==> config.mk <==
export PLATFORM = sky130hd
export DESIGN_NAME = ttps_decide
export DESIGN_NICKNAME = d
export VERILOG_FILES = /design/src/transposition_table_probe_store_assert.svh /design/src/ttps_pkg.sv /design/src/ttps_decide.sv
export SDC_FILE = /design/constraint.sdc
export NUM_CORES = 1
export LEC_CHECK = 0
export ABC_AREA = 1
export ABC_CLOCK_PERIOD_IN_PS = 2000
export BUFFER_PORTS_ARGS = -buffer_cell sky130_fd_sc_hd__buf_2
export CAP_MARGIN = 20
export CORE_AREA = 2 2 116 118
export DETAILED_ROUTE_END_ITERATION = 8
export DIE_AREA = 0 0 118 120
export GPL_ROUTABILITY_DRIVEN = 0
export PLACE_DENSITY = 0.48
export SYNTH_ARGS = -nofsm -noshare
export SYNTH_HDL_FRONTEND = slang
export SYNTH_SLANG_ARGS = --single-unit
==> constraint.sdc <==
create_clock -name vclk -period 2
set_clock_uncertainty 0.15 [all_clocks]
set_input_delay 0.2 -clock vclk [all_inputs]
set_output_delay 0.2 -clock vclk [all_outputs]
set_load 0.02 [all_outputs]
==> src/transposition_table_probe_store_assert.svh <==
// Assertion macros for the transposition table probe and store block.
// Used by the top level of the block; no other dependencies.
`ifndef TRANSPOSITION_TABLE_PROBE_STORE_ASSERT_SVH
`define TRANSPOSITION_TABLE_PROBE_STORE_ASSERT_SVH

`ifndef SYNTH
// A condition that must hold at every clock edge outside reset.
`define TTPS_ASSERT_ALWAYS(label, clk, rst, expr, msg) \
   label: assert property (@(posedge clk) disable iff (rst) (expr)) else $error(msg);
// A condition in one cycle that requires another in the next cycle.
`define TTPS_ASSERT_NEXT(label, clk, rst, ante, cons, msg) \
   label: assert property (@(posedge clk) disable iff (rst) (ante) |=> (cons)) \
      else $error(msg);
`else
`define TTPS_ASSERT_ALWAYS(label, clk, rst, expr, msg)
`define TTPS_ASSERT_NEXT(label, clk, rst, ante, cons, msg)
`endif

`endif

==> src/ttps_pkg.sv <==
// Shared types and constants for the transposition table probe and store block.
// Used by every module of the block; depends on nothing.
package ttps_pkg;

   localparam int DEFAULT_INDEX_BITS = 10;
   localparam int KEY_W   = 64;
   localparam int DEPTH_W = 6;
   localparam int SCORE_W = 16;
   localparam int KIND_W  = 2;
   localparam int MOVE_W  = 24;

   typedef enum logic {
      CMD_PROBE = 1'b0,
      CMD_STORE = 1'b1
   } command_type;

   typedef enum logic [KIND_W-1:0] {
      BOUND_EXACT = 2'd0,
      BOUND_LOWER = 2'd1,
      BOUND_UPPER = 2'd2
   } bound_kind_type;

   typedef struct packed {
      logic                      command;
      logic [KEY_W-1:0]          key;
      logic [DEPTH_W-1:0]        depth;
      logic signed [SCORE_W-1:0] score;
      logic [KIND_W-1:0]         kind;
      logic [MOVE_W-1:0]         move;
      logic signed [SCORE_W-1:0] lower;
      logic signed [SCORE_W-1:0] upper;
      logic                      allow;
   } req_item_type;

   typedef struct packed {
      logic [KEY_W-1:0]          key;
      logic signed [SCORE_W-1:0] score;
      logic [KIND_W-1:0]         kind;
      logic [DEPTH_W-1:0]        depth;
      logic [MOVE_W-1:0]         move;
   } slot_data_type;

   typedef struct packed {
      logic          valid;
      slot_data_type data;
   } slot_entry_type;

   typedef struct packed {
      logic                      cutoff;
      logic signed [SCORE_W-1:0] cutoff_score;
      logic [MOVE_W-1:0]         slot_move;
      logic                      written;
   } rsp_item_type;

endpackage

==> src/ttps_decide.sv <==
// Probe and store decision for one word against the entry of its slot.
// Purely combinational; uses ttps_pkg.
module ttps_decide (
   input  ttps_pkg::req_item_type   item,
   input  ttps_pkg::slot_entry_type entry,
   output ttps_pkg::rsp_item_type   rsp,
   output logic                     replace
);
   import ttps_pkg::*;

   logic                      key_match;
   logic                      hit;
   logic                      kind_cut;
   logic signed [SCORE_W-1:0] stored_score;

   always_comb begin
      stored_score = entry.data.score;
      key_match    = (entry.data.key == item.key);
      hit          = entry.valid && item.allow && key_match && (entry.data.depth >= item.depth);

      case (entry.data.kind)
         BOUND_EXACT: kind_cut = 1'b1;
         BOUND_LOWER: kind_cut = (stored_score >= item.upper);
         BOUND_UPPER: kind_cut = (stored_score <= item.lower);
         default:     kind_cut = 1'b0;
      endcase

      rsp     = '0;
      replace = 1'b0;
      if (item.command == CMD_STORE) begin
         // Depth-preferred replacement, but a different position always wins.
         replace     = !entry.valid || (item.depth >= entry.data.depth) || !key_match;
         rsp.written = replace;
      end else begin
         rsp.slot_move = entry.valid ? entry.data.move : '0;
         if (hit && kind_cut) begin
            rsp.cutoff       = 1'b1;
            rsp.cutoff_score = stored_score;
         end
      end
   end

endmodule

==> impl_metrics.env, run 1 <==
export IMPL_synth_warnings=0
export IMPL_grt_usage=0.118
export IMPL_clkbuf_count=0
export IMPL_status="complete, but fails checks"
export IMPL_final_util=0.353
export IMPL_drive_above_1_share=0.473
export IMPL_period_share=1.11
export IMPL_grt_met2_usage=0.238
export IMPL_finalWorstSetupSlack_ns=-0.212
export IMPL_antenna_found_initial=0
export IMPL_syn_cell_area_um2=2380
export IMPL_combPwrFrac=1.000
export IMPL_rows=42
export IMPL_yosysUniqueCellTypes=20
export IMPL_hold_violations=0
export IMPL_synth_compound_area_frac=0.0484
export IMPL_die_x_um=118
export IMPL_drt_iter0_drc=77
export IMPL_dpl_hpwl_um=8400
export IMPL_setup_viol=17
export IMPL_placedCellCount=897
export IMPL_first_pass_iters=4
export IMPL_slew_violations=0
export IMPL_drc_errors=0
export IMPL_seq_cell_count=0
export IMPL_hold_path_class="primary input to output port"
export IMPL_die_area_um2=14200
export IMPL_max_cap_viol_count=0
export IMPL_seq_area_frac_synth=0
export IMPL_die_y_um=120
export IMPL_port_buffers=260
export IMPL_fillers=1489
export IMPL_wl_um=9590
export IMPL_muxShareOfSynthArea=0
export IMPL_avgSynthCellArea_um2=5.25
export IMPL_grt_overflow=0
export IMPL_synth_top_family_by_area="simple AND/OR/NAND/NOR gates"
export IMPL_p_leak_uw=0.00276
export IMPL_syn_nets=750
export IMPL_tns_ns=-3.02
export IMPL_antenna_left=0
export IMPL_pwr_share_clk=0
export IMPL_intPower_uw=407
export IMPL_start_util=0.183
export IMPL_vias=3451
export IMPL_path_max_fanout=6
export IMPL_via_per_inst=3.84
export IMPL_worst_setup_path_end_kind="output port"
export IMPL_rsz0062_at_grt="true"
export IMPL_synth_fa_ha_area_frac=0.200
export IMPL_yosys_area_share_simple=0.415
export IMPL_nets=1022
export IMPL_wl_per_cell_um=10.7
export IMPL_tightest_slew_ns=0.253
export IMPL_syn_to_final_growth_pct=92.8
export IMPL_ctsHoldBuffers=0
export IMPL_ioPinCount=302
export IMPL_seqPwrFrac=0
export IMPL_synth_cells=453
export IMPL_path_class="primary input to output port"
export IMPL_top_usage_layer="met2"
export IMPL_period_minus_slack_ns=2.21
export IMPL_p_sw_uw=386
export IMPL_relSlewSlack=0.831
export IMPL_violations="negative setup slack"
export IMPL_design_core_area_um2=13000
export IMPL_stdcell_count=899
export IMPL_synth_xor_area_frac=0.177
export IMPL_use_met3=0.0162
export IMPL_grt_max_degree=26
export IMPL_arrival_ns=1.86
export IMPL_cp_required_ns=1.65
export IMPL_switching_share=0.487
export IMPL_max_freq_mhz=452
export IMPL_seq_area_um2=0
export IMPL_grt_pass1_vias=3257
export IMPL_power_density_nw_per_um2=173
export IMPL_diodes=0
export IMPL_worst_ir_drop_vdd_v=0.0000854
export IMPL_crit_path_start_kind="primary input"
export IMPL_use_met1=0.136
export IMPL_grt_pass1_wl_um=14100
-- metrics by stage --
step | hold WS [ns] | total power (uW) | area (um2) | setup WS [ns]
after floorplan | 0.356 | 353 | 2380 | 0.00237
after global placement | 0.564 | 699 | 3990 | -0.390
after detailed placement | 0.564 | 701 | 3990 | -0.414
after CTS | 0.564 | 744 | 4220 | -0.236
after global routing | 0.568 | 904 | 4580 | -0.383
final | 0.564 | 794 | 4580 | -0.212
-- worst paths after layout --
kind,start,endpoint,slack (ns),cells after the start
setup / recovery,entry[35],rsp[33],-0.21,14
hold / removal,entry[23],rsp[24],0.56,4
-- worst max-delay path, stage by stage --
cell and delay, ns:
buf_4 0.14, ha_4 0.26, nand2_1 0.06, buf_4 0.12
buf_4 0.11, nor2_1 0.14, nand3_1 0.10, nand3_1 0.09
nand2_1 0.06, nand2_2 0.08, nand2_4 0.09, clkbuf_16 0.18
nor2_4 0.10, buf_6 0.12
-- per-layer routing --
| metal | routed length (um) | share of wire |
|---|---|---|
| met5 | 0 | 0 |
| met4 | 54 | 0.0056 |
| met3 | 653 | 0.068 |
| met2 | 5190 | 0.54 |
| met1 | 3700 | 0.39 |
-- power groups by stage --
stage | sequential [uW] | clock, uW | combinational (uW)
floorplan | 0 | 0 | 353
global placement | 0 | 0 | 699
detailed placement | 0 | 0 | 701
CTS | 0 | 0 | 744
global route | 0 | 0 | 904
finish | 0 | 0 | 794
-- cells in the final DEF (no fill, tap or decap), types with 2 or more instances in the layout --
master and instances:
inv_2 11, nor2_2 7, nor2_1 93, ha_1 21, a21o_1 2, a21oi_2 5
buf_2 230, xnor2_1 4, nand3_1 8, nand2_2 3, ha_4 17, xor2_1 44
nand4_1 3, o21ai_0 2, buf_4 18, buf_6 27, a21oi_1 9, nand2_1 113
nor2_4 17, inv_1 78
-- cells in the mapped netlist (all sizes together) --
cell type    n  area (um2)
nor2       117         469
inv         90         338
xor2        44         385
nand2      117         442
nand4        3        18.8
clkbuf       6        22.5
nand3        9        45.0
buf          2        18.8
xnor2        4        35.0
o211ai       1        7.51
nand3b       1        7.51
a21o         2        15.0
a21oi       14        70.1
o21ai        3        15.0
o21bai       1        7.51
ha          38         475
nor3         1        5.00
-- cells by family (layout without fill, tap and decap cells) --
family	Yosys count	in the layout
AO/OA/AOI/OAI	21	21
XOR/XNOR	48	48
adder cells (fa/ha/maj)	38	38
buffers and inverters	98	368
AND/OR/NAND/NOR	248	248
-- layout make-up --
cell class         instances  area, um2  area share
inverters                 90        340      0.0742
multi-input cells        355       2370       0.518
well taps                176        220      0.0480
repair buffers           278       1650       0.360
-- what timing repair did --
action                                 CTS  global route
endpoints found under the hold margin    0             0
setup buffers                            0             2
pin swaps                                7            25
gates cloned                             0             1
setup endpoints to repair               17            19
gates resized for setup                 50            75
No activity file was read; power rests on OpenSTA's default activity.
==> inputs of run 2 (changes only) <==
--- a/config.mk
+++ b/config.mk
@@ -5,15 +5,14 @@
 export SDC_FILE = /design/constraint.sdc
 export NUM_CORES = 1
 export LEC_CHECK = 0
-export ABC_AREA = 1
 export ABC_CLOCK_PERIOD_IN_PS = 2000
 export BUFFER_PORTS_ARGS = -buffer_cell sky130_fd_sc_hd__buf_2
 export CAP_MARGIN = 20
-export CORE_AREA = 2 2 116 118
+export CORE_AREA = 4 4 114 116
 export DETAILED_ROUTE_END_ITERATION = 8
 export DIE_AREA = 0 0 118 120
 export GPL_ROUTABILITY_DRIVEN = 0
-export PLACE_DENSITY = 0.48
+export PLACE_DENSITY = 0.49
 export SYNTH_ARGS = -nofsm -noshare
 export SYNTH_HDL_FRONTEND = slang
 export SYNTH_SLANG_ARGS = --single-unit
==> run 2 against run 1 <==
The run still ends with negative setup slack left. Area after synthesis fell by 12%. Total power increased by 3.6%. Cell count shrank 21%. Largest cell class unchanged. Flip-flop and latch count did not move. Clock-buffer cell count is the same. Routed wire length rose by 20%. Worst hold slack better by 0.0049 ns. Via count is 10% lower.
==> impl_metrics.env, run 2 <==
export IMPL_status="complete, but fails checks"
export IMPL_violations="negative setup slack"
export IMPL_muxShareOfSynthArea=0
export IMPL_antenna_left=0
export IMPL_path_class="primary input to output port"
export IMPL_intPower_uw=458
export IMPL_rows=40
export IMPL_start_util=0.175
export IMPL_worst_ir_drop_vdd_v=0.0000705
export IMPL_cp_slowest_stage_delay_ns=0.53
export IMPL_max_cap_viol_count=0
export IMPL_hold_path_class="primary input to output port"
export IMPL_tightest_slew_ns=0.434
export IMPL_via_per_inst=4.39
export IMPL_whs_ns=0.568
export IMPL_relSlewSlack=0.706
export IMPL_finalWorstSetupSlack_ns=-0.731
export IMPL_wl_per_cell_um=16.3
export IMPL_drt_iter0_drc=55
export IMPL_pwr_share_clk=0
export IMPL_cpMostUsedCell="buf_6"
export IMPL_wl_um=11500
export IMPL_crit_chain="buf_8 -> ha_4 -> a211oi_2 -> o21ai_1 -> a221o_1 -> or4b_4 -> a31oi_4 -> buf_6 -> and4_4 -> buf_6"
export IMPL_placedCellCount=703
export IMPL_path_max_fanout=8
export IMPL_fillers=1279
export IMPL_drc_errors=0
export IMPL_min_delay_start="entry[0]"
export IMPL_dpl_hpwl_um=10400
export IMPL_p_sw_uw=364
export IMPL_tns_ns=-12.97
export IMPL_yosys_area_share_simple=0.285
export IMPL_grt_pass1_wl_um=17300
export IMPL_syn_nets=574
export IMPL_p_leak_uw=0.00227
export IMPL_port_buffers=260
export IMPL_yosys_area_top_type="xnor2_1"
export IMPL_seq_area_frac_synth=0
export IMPL_design_core_area_um2=11900
export IMPL_slew_violations=0
export IMPL_worst_setup_path_end_kind="output port"
export IMPL_power_density_nw_per_um2=190
export IMPL_grt_overflow=0
export IMPL_synth_compound_area_frac=0.123
export IMPL_period_minus_slack_ns=2.73
export IMPL_multiInputGateArea_um2=2200
export IMPL_rsz0062_at_grt="true"
export IMPL_setup_viol=19
export IMPL_first_pass_iters=4
export IMPL_drive_above_1_share=0.625
export IMPL_hold_violations=0
export IMPL_synth_top_cell_area_share=0.269
export IMPL_ioPinCount=302
export IMPL_final_util=0.363
export IMPL_synth_warnings=0
export IMPL_stdcell_count=708
export IMPL_synth_xor_area_frac=0.269
export IMPL_slowest_stage="or4b_4"
export IMPL_vias=3106
export IMPL_grt_pass1_vias=3433
export IMPL_combPwrFrac=1.000
export IMPL_crit_path_start_kind="primary input"
export IMPL_layout_common_cells="buf_2, xnor2_1, buf_6"
export IMPL_die_x_um=118
export IMPL_syn_cell_area_um2=2080
export IMPL_ctsHoldBuffers=0
export IMPL_seq_area_um2=0
export IMPL_grt_usage=0.150
export IMPL_seqPwrFrac=0
export IMPL_synth_common_cells="xnor2_1, inv_1, ha_1, nand4_1, and2_1"
export IMPL_clkbuf_count=0
export IMPL_synth_top_family_by_area="simple AND/OR/NAND/NOR gates"
export IMPL_synth_cells=277
export IMPL_die_y_um=120
export IMPL_max_freq_mhz=366
export IMPL_nets=859
export IMPL_startpoint="entry[43]"
export IMPL_die_area_um2=14200
export IMPL_layout_cells_most_common="buf_2"
export IMPL_period_share=1.37
export IMPL_switching_share=0.443
export IMPL_antenna_found_initial=5
export IMPL_synth_fa_ha_area_frac=0.229
export IMPL_grt_max_degree=25
export IMPL_syn_to_final_growth_pct=108
export IMPL_seq_cell_count=0
export IMPL_yosysUniqueCellTypes=35
export IMPL_cp_required_ns=1.65
export IMPL_synth_area_top_cells="xnor2_1, ha_1, nand4_1"
export IMPL_arrival_ns=2.38
export IMPL_synth_most_common_cell="xnor2_1"
export IMPL_avgSynthCellArea_um2=7.51
[run 2: repair_timing]
action,4_1_cts,5_1_grt
endpoints found under the setup margin,19,19
pin swaps,13,30
cloned,0,1
buffers inserted,1,2
resized for setup,59,45
[run 2: cell type report]
class / instances / share of cell area
multi-input cells: 229 / 0.509
repair buffers: 290 / 0.411
well taps: 147 / 0.0426
inverters: 41 / 0.0368
diodes: 1 / 0.000580
[run 2: power groups by stage]
stage / registers, uW / logic, uW / clock network (uW)
5_1_grt: 0 / 908 / 0.0000669
6_report: 0 / 822 / 0.0000671
4_1_cts: 0 / 774 / 0
2_1_floorplan: 0 / 355 / 0
3_3_place_gp: 0 / 722 / 0
3_5_place_dp: 0 / 739 / 0
[run 2: logic make-up after synthesis]
| group | Yosys count |
|---|---|
| compound gates | 36 |
| xor+xnor | 64 |
| fa+ha+maj | 38 |
| buf+inv | 48 |
| simple gates | 91 |
[run 2: stage by stage]
step / instance area [um2] / total power, uW / worst slack, ns
2_1_floorplan: 2210 / 355 / -0.424
3_3_place_gp: 3850 / 722 / -0.755
3_5_place_dp: 3850 / 739 / -0.803
4_1_cts: 4080 / 774 / -0.741
5_1_grt: 4320 / 908 / -0.798
6_report: 4320 / 822 / -0.731
[run 2: worst max-delay path: cells and delay by family]
family | cells | cell delay, ns
buf+inv | 3 | 0.38
simple gates | 2 | 0.74
compound gates | 4 | 0.81
fa+ha+maj | 1 | 0.24
[run 2: path summary, 6_finish.rpt]
path | endpoint | slack [ns] | depth (start not counted)
setup / recovery | rsp[25] | -0.73 | 10
hold / removal | rsp[1] | 0.57 | 3
[run 2: layer usage]
metal | up-vias | part of all wire | wire, um | GRT usage
li1 | 1552 | - | - | -
met1 | 1398 | 0.37 | 4290 | 0.162
met2 | 138 | 0.52 | 6050 | 0.289
met3 | 10 | 0.096 | 1110 | 0.0542
met4 | 8 | 0.0044 | 51 | 0.00952
met5 | - | 0.0036 | 41 | 0
==> inputs of run 3 (changes only) <==
--- a/config.mk
+++ b/config.mk
@@ -12,7 +12,7 @@
 export DETAILED_ROUTE_END_ITERATION = 8
 export DIE_AREA = 0 0 118 120
 export GPL_ROUTABILITY_DRIVEN = 0
-export PLACE_DENSITY = 0.49
+export PLACE_DENSITY = 0.56
 export SYNTH_ARGS = -nofsm -noshare
 export SYNTH_HDL_FRONTEND = slang
 export SYNTH_SLANG_ARGS = --single-unit
==> run 3 against run 2 <==
Final area decreased by 1.3%. Sequential share of layout area unchanged. Critical path type unchanged. Critical endpoint is now rsp[31]. Clock-buffer cell count unchanged. Global-route usage decreased by 1.1 points. Critical path depth unchanged. Total power decreased by 3.7%. Utilization decreased by 0.48 points. Die area unchanged. Non-clock buffer count decreased by 10. Flip-flop and latch count unchanged. The flow still finishes with violations (negative setup slack). Via count decreased by 2.5%.
==> impl_metrics.env, run 3 (synthesis results as in run 2) <==
export IMPL_layout_common_cells="buf_2, xnor2_1, inv_1, buf_6, ha_1"
export IMPL_p_leak_uw=0.00225
export IMPL_syn_to_final_growth_pct=105
export IMPL_status="complete, but fails checks"
export IMPL_clkbuf_count=0
export IMPL_slew_violations=0
export IMPL_rsz0062_at_grt="true"
export IMPL_die_x_um=118
export IMPL_grt_pass1_vias=3277
export IMPL_dp_slack_ns=-0.800
export IMPL_first_pass_iters=6
export IMPL_start_util=0.175
export IMPL_antenna_found_initial=2
export IMPL_worst_setup_path_end_kind="output port"
export IMPL_grt_usage=0.139
export IMPL_path_max_fanout=17
export IMPL_setup_viol=19
export IMPL_finalWorstSetupSlack_ns=-0.697
export IMPL_violations="negative setup slack"
export IMPL_wl_um=10600
export IMPL_grt_pass1_wl_um=16400
export IMPL_finalPower_uw=792
export IMPL_drive_above_1_share=0.622
export IMPL_fillers=1261
export IMPL_power_density_nw_per_um2=186
export IMPL_design_core_area_um2=11900
export IMPL_relSlewSlack=0.713
export IMPL_max_cap_viol_count=0
export IMPL_via_per_inst=4.34
export IMPL_die_area_um2=14200
export IMPL_ioPinCount=302
export IMPL_crit_path_start_kind="primary input"
export IMPL_vias=3028
export IMPL_worst_ir_drop_vdd_v=0.0000769
export IMPL_hold_violations=0
export IMPL_antenna_left=0
export IMPL_path_class="primary input to output port"
export IMPL_cp_required_ns=1.65
export IMPL_hold_path_class="primary input to output port"
export IMPL_rows=40
export IMPL_tightest_slew_ns=0.424
export IMPL_dpl_hpwl_um=9390
export IMPL_grt_max_degree=25
export IMPL_period_share=1.35
export IMPL_nets=849
export IMPL_layout_cells_most_common="buf_2"
export IMPL_drt_iter0_drc=48
export IMPL_period_minus_slack_ns=2.70
export IMPL_die_y_um=120
export IMPL_drc_errors=0
export IMPL_port_buffers=260
export IMPL_ctsHoldBuffers=0
export IMPL_seq_area_um2=0
export IMPL_grt_overflow=0
export IMPL_multiInputGateArea_um2=2200
export IMPL_max_freq_mhz=371
export IMPL_wl_per_cell_um=15.1
export IMPL_seq_cell_count=0
export IMPL_arrival_ns=2.35
run 3: repair_timing:
item                       4_1_cts  5_1_grt
setup endpoints to repair       19       19
pin swaps                       15        4
gates cloned                     0        0
setup buffers                    0        0
resized for setup               76       18
run 3: final timing paths:
| path | startpoint | endpoint | slack, ns | depth (start not counted) |
|---|---|---|---|---|
| worst max-delay path | item[7] | rsp[31] | -0.70 | 10 |
| worst min-delay path | entry[17] | rsp[18] | 0.57 | 3 |
run 3: metrics by stage:
step / std cells / utilization / setup TNS (ns) / instance area (um2) / hold WS (ns)
floorplan: 277 / - / -6.66 / 2210 / 0.420
CTS: 697 / 0.347 / -12.21 / 4140 / 0.571
detailed placement: 697 / 0.321 / -14.06 / 3820 / 0.571
finish: 698 / 0.358 / -11.97 / 4260 / 0.568
global route: 698 / 0.358 / -13.55 / 4260 / 0.588
global placement: 697 / 0.321 / -13.18 / 3820 / 0.569
run 3: critical path, cell delays in order:
cell	delay [ns]
buf_6	0.08
inv_4	0.03
ha_4	0.26
nand4_1	0.13
or4_4	0.56
o31a_4	0.37
a31oi_4	0.20
buf_12	0.16
and4_2	0.24
buf_6	0.12
run 3: metal layers:
| metal | vias to the layer above | wire length, um | track usage |
|---|---|---|---|
| met3 | 8 | 752 | 0.0292 |
| li1 | 1533 | - | - |
| met2 | 144 | 5960 | 0.287 |
| met5 | - | 13 | 0 |
| met4 | 2 | 72 | 0.0139 |
| met1 | 1341 | 3760 | 0.146 |
run 3: power breakdown:
part | switching, uW | internal (uW) | total (uW)
sequential | 0 | 0 | 0
combinational | 345 | 446 | 792
clock | 0 | 0.0000670 | 0.0000670
run 3: cell type report:
cell class | count | area share
inverter | 41 | 0.0373
multi-input combinational | 229 | 0.516
antenna | 1 | 0.000587
tap | 147 | 0.0432
timing repair buffer | 280 | 0.403
